$ cat src/hdl/sbq_pkg.sv
`timescale 1ns / 1ps
`default_nettype none
// ----------------------------------------------------------------------------
// sbq_pkg
// Shared widths, register codes and the coefficient bundle of the stereo
// biquad filter with output clipping.
// ----------------------------------------------------------------------------
package sbq_pkg;

  localparam int SAMPLE_BITS    = 24;
  localparam int COEF_BITS      = 24;
  localparam int COEF_FRAC_BITS = 20;
  localparam int PROD_BITS      = SAMPLE_BITS + COEF_BITS;
  // five products plus headroom for the rounding add
  localparam int ACC_BITS       = PROD_BITS + 3;
  localparam int CFG_IDX_BITS   = 3;

  typedef enum logic [CFG_IDX_BITS-1:0] {
    REG_B0 = 3'd0,
    REG_B1 = 3'd1,
    REG_B2 = 3'd2,
    REG_A1 = 3'd3,
    REG_A2 = 3'd4
  } sbq_reg_e;

  typedef struct packed {
    logic signed [COEF_BITS-1:0] b0;
    logic signed [COEF_BITS-1:0] b1;
    logic signed [COEF_BITS-1:0] b2;
    logic signed [COEF_BITS-1:0] a1;
    logic signed [COEF_BITS-1:0] a2;
  } sbq_coef_t;

endpackage
`default_nettype wire

$ cat src/hdl/sbq_coef_regs.sv
`timescale 1ns / 1ps
`default_nettype none
// ----------------------------------------------------------------------------
// sbq_coef_regs
// Coefficient register file, written through the configuration channel.
// ----------------------------------------------------------------------------
module sbq_coef_regs (
  input  wire logic                               clk_i,
  input  wire logic                               rst_ni,
  input  wire logic                               cfg_valid_i,
  output logic                                    cfg_ready_o,
  input  wire logic [sbq_pkg::CFG_IDX_BITS-1:0]   cfg_index_i,
  input  wire logic [sbq_pkg::COEF_BITS-1:0]      cfg_data_i,
  output sbq_pkg::sbq_coef_t                      coef_o
);
  import sbq_pkg::*;

  sbq_coef_t coef_q, coef_d;

  assign cfg_ready_o = 1'b1;

  always_comb begin
    coef_d = coef_q;
    if (cfg_valid_i) begin
      case (cfg_index_i)
        REG_B0:  coef_d.b0 = cfg_data_i;
        REG_B1:  coef_d.b1 = cfg_data_i;
        REG_B2:  coef_d.b2 = cfg_data_i;
        REG_A1:  coef_d.a1 = cfg_data_i;
        REG_A2:  coef_d.a2 = cfg_data_i;
        default: coef_d = coef_q;
      endcase
    end
  end

  always_ff @(posedge clk_i or negedge rst_ni) begin
    if (!rst_ni) begin
      coef_q.b0 <= COEF_BITS'(1) << COEF_FRAC_BITS;
      coef_q.b1 <= '0;
      coef_q.b2 <= '0;
      coef_q.a1 <= '0;
      coef_q.a2 <= '0;
    end else begin
      coef_q <= coef_d;
    end
  end

  assign coef_o = coef_q;

endmodule
`default_nettype wire

$ cat config.mk
export PLATFORM = sky130hd
export DESIGN_NAME = sbq_coef_regs
export DESIGN_NICKNAME = d
export VERILOG_FILES = /design/src/hdl/sbq_pkg.sv /design/src/hdl/sbq_coef_regs.sv
export SDC_FILE = /design/constraint.sdc
export NUM_CORES = 1
export LEC_CHECK = 0
export BUFFER_PORTS_ARGS = -buffer_cell sky130_fd_sc_hd__buf_2
export CAP_MARGIN = 20
export CORE_MARGIN = 2
export CORE_UTILIZATION = 54
export DETAILED_ROUTE_END_ITERATION = 16
export PLACE_DENSITY_LB_ADDON = 0.1
export SLEW_MARGIN = 20
export SYNTH_ARGS = -nofsm -noshare
export SYNTH_HDL_FRONTEND = slang
export SYNTH_SLANG_ARGS = --single-unit
$ cat constraint.sdc
create_clock -name clk_i -period 1.6 [get_ports clk_i]
set_input_delay 0.32 -clock clk_i [delete_from_list [all_inputs] [get_ports clk_i]]
set_output_delay 0.32 -clock clk_i [all_outputs]
set_load 0.02 [all_outputs]
; After elaboration in Yosys (flattened, before gate mapping)
; Cells that the tools add are included.
[op_classes]
eq_ne = 4
n_reduce_logical = 6
[ops]
columns = cell, count
row1 = 2-bit AND reduction, 5
row2 = 3-bit by 2-bit == test with 1-bit output (second input constant), 2
row3 = 3-bit by 1-bit == test with 1-bit output (second input constant), 1
row4 = 3-bit == test (second input constant), 1
row5 = 3-bit zero test, 1
[totals]
regBits = 120
in_bits = 30
out_inout_bits = 121
word_cells = 15

; Depth between registers and ports, before layout
; Gate-level depths: netlist (run 1).
[depth]
depth_word = 2
mapped_depth = 4
mapped_depth_nobuf = 2

; Worst setup path before layout (run 1)
; Ideal clock, no wire load.
[synth_timing]
path_kind = input to register
startpoint = in cfg_index_i[0] (netlist name)
endpoint = reg coef_q (netlist bit coef_o[113])
setup_ns = 0.125
t_arrival_ns = 1.262
required_time_ns = 1.475
path_slack_ns = 0.214
cell_stages = 3
path_buffers = 1
cell_sequence = nor4b_4 > buf_6 > mux2_2
[synth_between]
elab_chain_len = 2
[synth_lines]
columns = item, line_no
row1 = from (decl), sbq_coef_regs.sv:12  ; input wire logic [sbq_pkg::CFG_IDX_BITS-1:0] cfg_index_i,
row2 = 3-bit zero test, sbq_coef_regs.sv:25  ; case (cfg_index_i)
row3 = 2-bit AND reduction (no line), n/a
row4 = to (signal assigned), sbq_coef_regs.sv:44  ; coef_q <= coef_d;
row5 = to (decl), sbq_coef_regs.sv:18  ; sbq_coef_t coef_q, coef_d;
; No other way between the ends.
; A chain may end at the register's enable or synchronous reset.

; Worst setup path after layout (run 1)
[layout_timing]
startpoint = reg coef_q (netlist bit coef_o[116])
endpoint = out coef_o[116] (netlist name)
[layout_lines]
columns = item, line_no
row1 = to (decl), sbq_coef_regs.sv:14  ; output sbq_pkg::sbq_coef_t coef_o
; No word-level cell between the ends.

==> results of run 1 <==
-- cells by family (layout without fill, tap and decap cells) --
logic type | Yosys count | in the layout | share of synthesized area
other | 1 | 1 | 0.000821
multiplexers | 120 | 120 | 0.296
buffers and inverters | 14 | 192 | 0.0296
AND/OR/NAND/NOR | 5 | 5 | 0.0162
flip-flops | 120 | 120 | 0.658
-- synthesized netlist by cell type --
| cell | instances |
|---|---|
| nand4b_2 | 1 |
| buf_4 | 1 |
| and4bb_1 | 2 |
| mux2_1 | 5 |
| dfrtp_1 | 119 |
| mux2_2 | 115 |
| nor4b_4 | 1 |
| buf_6 | 10 |
| buf_2 | 3 |
| nor4bb_1 | 1 |
| dfstp_2 | 1 |
| conb_1 | 1 |
-- layout make-up --
| type | count | area, sq um | area share |
|---|---|---|---|
| clock buffers | 21 | 459 | 0.0756 |
| repair buffers | 162 | 911 | 0.150 |
| well taps | 105 | 131 | 0.0216 |
| clock inverters | 9 | 124 | 0.0204 |
| multi-input cells | 126 | 1440 | 0.238 |
| flip-flops and latches | 120 | 3000 | 0.495 |
-- cells in the final DEF, fill, tap and decap left out, types with 2 or more instances in the layout --
cell type and n:
and4bb_1 2, buf_12 5, buf_2 148, buf_4 8
bufinv_16 3, clkbuf_16 16, clkbuf_8 4, clkinv_2 5
dfrtp_1 119, mux2_1 5, mux2_2 115
-- metrics by stage --
step           instances  cell area (sq um)  total power [uW]  setup slack (ns)
6_report             543               6070             10200            0.0932
5_1_grt              543               6070             10700            0.0322
4_1_cts              543               6070             10300            0.0617
3_5_place_dp         512               5480              6560            0.0300
3_3_place_gp         512               5480              6490            0.0653
2_1_floorplan        260               4570              5550             0.214
-- metal layers --
layer	global-route usage	up-vias	wire, um
li1	-	1270	-
met1	0.288	1462	4140
met2	0.340	95	4690
met3	0.0799	8	644
met4	0.0869	0	91
met5	0	-	0
-- power groups by stage --
stage               combinational [uW]  sequential [uW]  clock, uW
floorplan                          634             4920          0
global placement                  2440             4050          0
detailed placement                2480             4080          0
CTS                               2490             4040       3770
global route                      2630             4130       3900
finish                            2450             4040       3700
-- how the worst max path moves through the flow --
| stage | end | slack [ns] |
|---|---|---|
| 6_report | coef_o[116] | 0.09 |
| 3_5_place_dp | coef_o[22] | 0.03 |
| 4_1_cts | coef_o[116] | 0.06 |
| 2_1_floorplan | coef_o[113] | 0.21 |
| 5_1_grt | coef_o[116] | 0.03 |
| 3_3_place_gp | coef_o[104] | 0.07 |
==> flow_summary.yaml, run 1 <==
place:
  io_buffers: 149
  gp_congestion: 0.751
  dpl.hpwl_mm: 6.48
run:
  cap_violations: 0
power:
  vdd_drop_max_mv: 0.932
  share_comb_of_total_power: 0.240
  pwr-share-clk: 0.363
  switching_share: 0.296
  power_density_mw_per_mm2: 1680
  internal_power_uw: 7180
  p_seq_frac: 0.396
  p_leak_uw: 0.00296
  p_switching_uw: 3020
clock_network:
  hold_buffers: 1
  cts_root_buf: "clkbuf_8"
  cts_buffers: 17
  clkLatencyLatePin_ns: 0.50
  cts_max_path_buffers: 2
  cts_tree: "built"
  post-cts-setup-buffers: 0
  h-tree-depth: 4
  cts-resized-gates: 0
  cts_num_sinks: 120
  cts.clk_slew.worst_paths_ns: 0.05
timing:
  fin_skew_ns: 0
  rsz0062_at_grt: "no"
  fmax_ghz: 0.664
  setup_viol: 0
  fin_crit_ns: 1.51
  final.period_utilization: 0.942
  holdWs_ns: 0.0982
  setup_tns_ns: 0
  timing_hold_violations_final: 0
  drv_slew: 0
cells_and_area:
  areaGrowthSynthToFinish_pct: 32.9
  post-route-util: 0.739
  drive_above_1_share: 0.705
  largest_register_ffs: 120
  fin_nets: 457
  fillers: 554
  n_antenna_cell: 0
critical_path:
  cp_max_fo: 2
  path_class: "flop to output pin"
  startpoint_type: "flop"
  reg2regPathDepth: 1
  cp_cell_sequence: "buf_2"
  cp.depth: 1
  required_ns: 1.28
  rrSetupSlack_ns: 0.81
  slowest_delay_ns: 0.53
  reg2reg_from: "coef_o[1]"
  end_kind: "output pin"
  crit_family: "flip-flops"
  crit_buf_inv: 1
  cp.arrival_ns: 1.19
  startpoint: "coef_o[116]"
  cpMaxStageDelayCell: "dfstp_2"
  reg2reg_to: "coef_o[1]"
route:
  wirelength_mm: 9.56
  drtAntennaViolNets: 0
  drtIter0Drc: 86
  drc: 0
  dr.pass1.iters: 4
  vias_per_cell: 5.22
  via_count: 2835
  routedWlPerCell_um: 17.6
logic_synthesis:
  netlist_area_sq_mm: 0.00457
  netlist_instances: 260
  synth.net_count: 290
  synth_seq_cells: 120
  seq_area_frac_synth: 0.658
  synth.top_cell.area_share: 0.652
  synth_cell_types: 12
  synth_top_cell_by_area: "dfrtp_1"
  syn_avg_cell_area_sq_um: 17.6
  synth_area_leaders: "dfrtp_1 65%, mux2_2 28%, buf_6 2.5%"
  yosysWarnings: 0
grt:
  grt_pass1_vias: 2824
  grt_pass1_wl_mm: 14.8
  gr-total-overflow: 0
  grt_max_degree: 59
  grtUsageTotal: 0.221
  antenna_found_initial: 0
worst_hold_path:
  min_path_type: "primary input to flop"
  whs_endpoint: "coef_o[87]"
  holdPathStages: 2
  hp-start: "cfg_data_i[15]"
floorplanning:
  die_area_sq_mm: 0.00921
  die_w_um: 96.0
  start_util: 0.556
  core_sq_mm: 0.00822
  row_count: 33
  io_pins: 151
  die_h_um: 96.0
run_status:
  status: "completed"
No activity file was read; power rests on OpenSTA's default activity.
==> inputs of run 2 (changes only) <==
Settings changed: BUFFER_PORTS_ARGS -buffer_cell sky130_fd_sc_hd__buf_2 to default, CORE_UTILIZATION 54 to 55, DONT_BUFFER_PORTS from default to 1.
==> run 2 against run 1 <==
Compared with the run above: the flow now finishes with violations (hold timing); total power decreased by 6.9%; worst hold slack got worse by 0.60 ns; die area is 1.7% lower; clock power decreased by 1%; first-iteration DRC count shrank 21%; clock skew stayed put; sequential share of layout area is 5.3 points higher; non-clock buffer count shrank 132; sequential power is 25% higher; register-to-register slack got worse by 0.11 ns.
==> flow_summary.yaml, run 2 (synthesis results as in run 1) <==
critical_path:
  end_kind: "output pin"
  reg2regPathDepth: 1
  reg2reg_to: "coef_o[63]"
  path_class: "flop to output pin"
  rrSetupSlack_ns: 0.70
  endpoint: "coef_o[116]"
  cp_max_fo: 2
  startpoint_type: "flop"
  required_ns: 1.28
  cp.depth: 0
  startpoint: "coef_o[116]"
  reg2reg_from: "coef_o[63]"
  cp.arrival_ns: 1.11
timing:
  final.period_utilization: 0.894
  setup_tns_ns: 0
  holdWs_ns: -0.501
  timing_hold_violations_final: 120
  layout_setup_ws_ns: 0.170
  rsz0062_at_grt: "no"
  fin_crit_ns: 1.43
  drv_slew: 0
  setup_viol: 0
  fmax_ghz: 0.699
  fin_skew_ns: 0
grt:
  grt_max_degree: 121
  grtUsageTotal: 0.214
  grt_pass1_vias: 2435
  antenna_found_initial: 0
  grt_pass1_wl_mm: 13.7
  gr-total-overflow: 0
route:
  via_count: 2334
  wirelength_mm: 9.13
  drtAntennaViolNets: 0
  routedWlPerCell_um: 22.1
  drtIter0Drc: 68
  vias_per_cell: 5.65
  drc: 0
  dr.pass1.iters: 4
place:
  dpl.hpwl_mm: 5.46
  dp_slack_ns: 0.224
  gp_congestion: 0.707
  dp_cells: 357
  io_buffers: 0
clock_network:
  cts_tree: "built"
  cts_max_path_buffers: 2
  post-cts-setup-buffers: 0
  h-tree-depth: 4
  clkLatencyLatePin_ns: 0.52
  cts_root_buf: "clkbuf_8"
  cts_buffers: 17
  hold_buffers: 24
  cts-resized-gates: 0
  cts.clk_slew.worst_paths_ns: 0.06
  cts_num_sinks: 120
floorplanning:
  die_area_sq_mm: 0.00905
  die_w_um: 95.1
  core_sq_mm: 0.00813
  start_util: 0.562
  die_h_um: 95.1
  row_count: 33
  io_pins: 151
cells_and_area:
  instances_no_fill: 413
  n_antenna_cell: 0
  areaGrowthSynthToFinish_pct: 20.2
  layout_commonest_cell: "dfrtp_1"
  fillers: 568
  largest_register_ffs: 120
  drive_above_1_share: 0.510
  fin_nets: 325
  final_cell_mix: "119 x dfrtp_1, 115 x mux2_2, 24 x dlygate4sd3_1, 16 x clkbuf_16, 6 x clkinvlp_4"
power:
  vdd_drop_max_mv: 0.760
  p_leak_uw: 0.00237
  power_density_mw_per_mm2: 1730
worst_hold_path:
  min_path_type: "primary input to async pin"
run:
  cap_violations: 0
run_status:
  violations: "hold timing"
  status: "complete, but fails checks"
==> run 2: changes by cell type in the layout (fill, tap and decap cells not counted), sizes merged <==
cell / delta
buf: -155
dlygate4sd3: +23
clkinvlp: +6
clkinv: -4
inv: +3
clkbuf: -2
bufinv: -1
==> run 2: area by class of cell <==
cell class,count,area (sq um),area share
Clock buffer,19,442,0.0805
Tap cell,105,131,0.0239
Sequential cell,120,3000,0.547
Multi-Input combinational cell,126,1440,0.263
Timing Repair Buffer,30,323,0.0588
Clock inverter,13,145,0.0264
==> run 2: routing by layer <==
| metal | up-vias | routed length [um] | track usage |
|---|---|---|---|
| met5 | - | 0 | 0 |
| met4 | 0 | 124 | 0.0906 |
| met3 | 13 | 966 | 0.117 |
| met2 | 95 | 4590 | 0.339 |
| met1 | 1224 | 3460 | 0.241 |
| li1 | 1002 | - | - |
==> run 2: power breakdown <==
group          leakage [uW]  switching (uW)  internal (uW)
combinational      0.000661             236            543
sequential          0.00144            1340           3710
clock              0.000270            1360           2310
total               0.00237            2930           6560
==> run 2: metrics by stage <==
step	total power, uW	instance area [sq um]	utilization	hold slack (ns)
finish	9490	5490	0.675	-0.501
global route	9910	5490	0.675	-0.539
CTS	9590	5490	0.675	-0.527
detailed placement	5810	4660	0.573	0.0267
global placement	5760	4660	0.573	0.0267
floorplan	5550	4570	-	0.0244
==> run 2: how the worst min path moves through the flow <==
stage | end | start | slack [ns]
finish | coef_o[76] | rst_ni | -0.50
global route | coef_o[53] | rst_ni | -0.54
CTS | coef_o[53] | rst_ni | -0.53
detailed placement | coef_o[53] | rst_ni | 0.03
global placement | coef_o[29] | rst_ni | 0.03
floorplan | coef_o[0] | rst_ni | 0.02
==> inputs of run 3 (changes only) <==
Settings changed: CAP_MARGIN 20 to 10, CELL_PAD_IN_SITES_DETAIL_PLACEMENT from default to 1, CELL_PAD_IN_SITES_GLOBAL_PLACEMENT from default to 1, CORE_UTILIZATION 55 to 54.
==> run 3 against run 2 <==
Compared with the run above: the flow still finishes with violations (hold timing); maximum frequency up 0.42%; final cell count down 0.24%; total power up 2.3%; combinational power up 2%; via count up 2.5%; setup slack better by 0.0060 ns; critical path depth unchanged; first-iteration DRC count up 4.4%; count of clock-buffer cells in the layout up 2; non-clock buffer count unchanged; largest cell class unchanged; largest power group unchanged; highest routed layer unchanged.
==> flow_summary.yaml, run 3 (synthesis results as in run 1) <==
floorplanning:
  start_util: 0.556
  die_area_sq_mm: 0.00921
  die_w_um: 96.0
  core_sq_mm: 0.00822
  io_pins: 151
  die_h_um: 96.0
  row_count: 33
cells_and_area:
  post-route-util: 0.670
  areaGrowthSynthToFinish_pct: 20.4
  n_antenna_cell: 0
  largest_register_ffs: 120
  drive_above_1_share: 0.502
  fillers: 704
  final_cell_mix: "119 x dfrtp_1, 115 x mux2_2, 24 x dlygate4sd3_1, 16 x clkbuf_16, 6 x clkinv_2"
  layout_commonest_cell: "dfrtp_1"
  fin_nets: 325
timing:
  final.period_utilization: 0.890
  drv_slew: 0
  setup_tns_ns: 0
  fin_crit_ns: 1.42
  layout_setup_ws_ns: 0.176
  holdWs_ns: -0.493
  setup_viol: 0
  rsz0062_at_grt: "no"
  fin_skew_ns: 0
  timing_hold_violations_final: 120
  fmax_ghz: 0.702
run_status:
  violations: "hold timing"
  status: "complete, but fails checks"
place:
  dp_slack_ns: 0.210
  dpl.hpwl_mm: 6.04
  io_buffers: 0
  gp_congestion: 0.689
critical_path:
  end_kind: "output pin"
  cp.arrival_ns: 1.10
  required_ns: 1.28
  cp_max_fo: 2
  path_class: "flop to output pin"
  startpoint_type: "flop"
grt:
  grtUsageTotal: 0.231
  grtUsageMet3: 0.111
  grt_max_degree: 121
  grt_use_met1: 0.250
  grt_pass1_wl_mm: 15.0
  grt-busiest-layer: "met2"
  use_met2: 0.391
  gr-total-overflow: 0
  grt_pass1_vias: 2604
  antenna_found_initial: 0
route:
  vias_per_cell: 5.81
  drtIter0Drc: 71
  drc: 0
  dr.pass1.iters: 4
  wirelength_mm: 10.1
  via_count: 2393
  routedWlPerCell_um: 24.5
  drtAntennaViolNets: 0
clock_network:
  cts.clk_slew.worst_paths_ns: 0.05
  cts_num_sinks: 120
  cts_tree: "built"
  h-tree-depth: 4
  cts_max_path_buffers: 2
  cts_root_buf: "clkbuf_8"
  cts_buffers: 17
  clkLatencyLatePin_ns: 0.50
  cts-resized-gates: 0
  hold_buffers: 24
  post-cts-setup-buffers: 0
power:
  power_density_mw_per_mm2: 1770
  vdd_drop_max_mv: 0.850
  p_leak_uw: 0.00240
worst_hold_path:
  min_path_type: "primary input to async pin"
run:
  cap_violations: 0
run 3: cell count changes in the layout (fill, tap and decap cells not counted), sizes merged:
cell and change:
clkinvlp -6, clkinv +4, inv -3, bufinv +2
clkbuf +2
run 3: cell type report:
type                            instances  area [sq um]  area share
Clock inverter                         10           150      0.0273
Sequential cell                       120          3000       0.546
Timing Repair Buffer                   30           323      0.0587
Multi-Input combinational cell        126          1440       0.262
Tap cell                              105           131      0.0239
Clock buffer                           21           449      0.0816
run 3: final timing paths:
path	from	endpoint	slack, ns	depth (start not counted)
worst max-delay path	coef_o[116]	coef_o[116]	0.18	0
worst min-delay path	rst_ni	coef_o[52]	-0.49	0
worst max register to register	coef_o[86]	coef_o[86]	0.68	1
worst min register to register	coef_o[115]	coef_o[115]	0.64	1
max in group asynchronous	rst_ni	coef_o[116]	1.85	0
min in group clk_i	cfg_index_i[0]	coef_o[115]	0.26	3
run 3: layer usage:
layer | vias to the layer above | part of all wire | routed length [um]
met5 | - | 0 | 0
met4 | 0 | 0.012 | 121
met3 | 11 | 0.10 | 1020
met2 | 105 | 0.52 | 5240
met1 | 1281 | 0.37 | 3710
li1 | 996 | - | -
run 3: where the power goes:
| group | switching (uW) | internal (uW) | leakage [uW] |
|---|---|---|---|
| Combinational | 253 | 544 | 0.000661 |
| Sequential | 1370 | 3710 | 0.00144 |
| Clock | 1250 | 2580 | 0.000301 |
| Total | 2870 | 6840 | 0.00240 |
run 3: stage by stage:
stage          cells  hold WS [ns]  instance area [sq um]  total power (uW)
3_3_place_gp     357        0.0267                   4660              5770
4_1_cts          412        -0.513                   5500              9800
6_report         412        -0.493                   5500              9710
5_1_grt          412        -0.519                   5500             10100
2_1_floorplan    260        0.0244                   4570              5550
3_5_place_dp     357        0.0267                   4660              5850
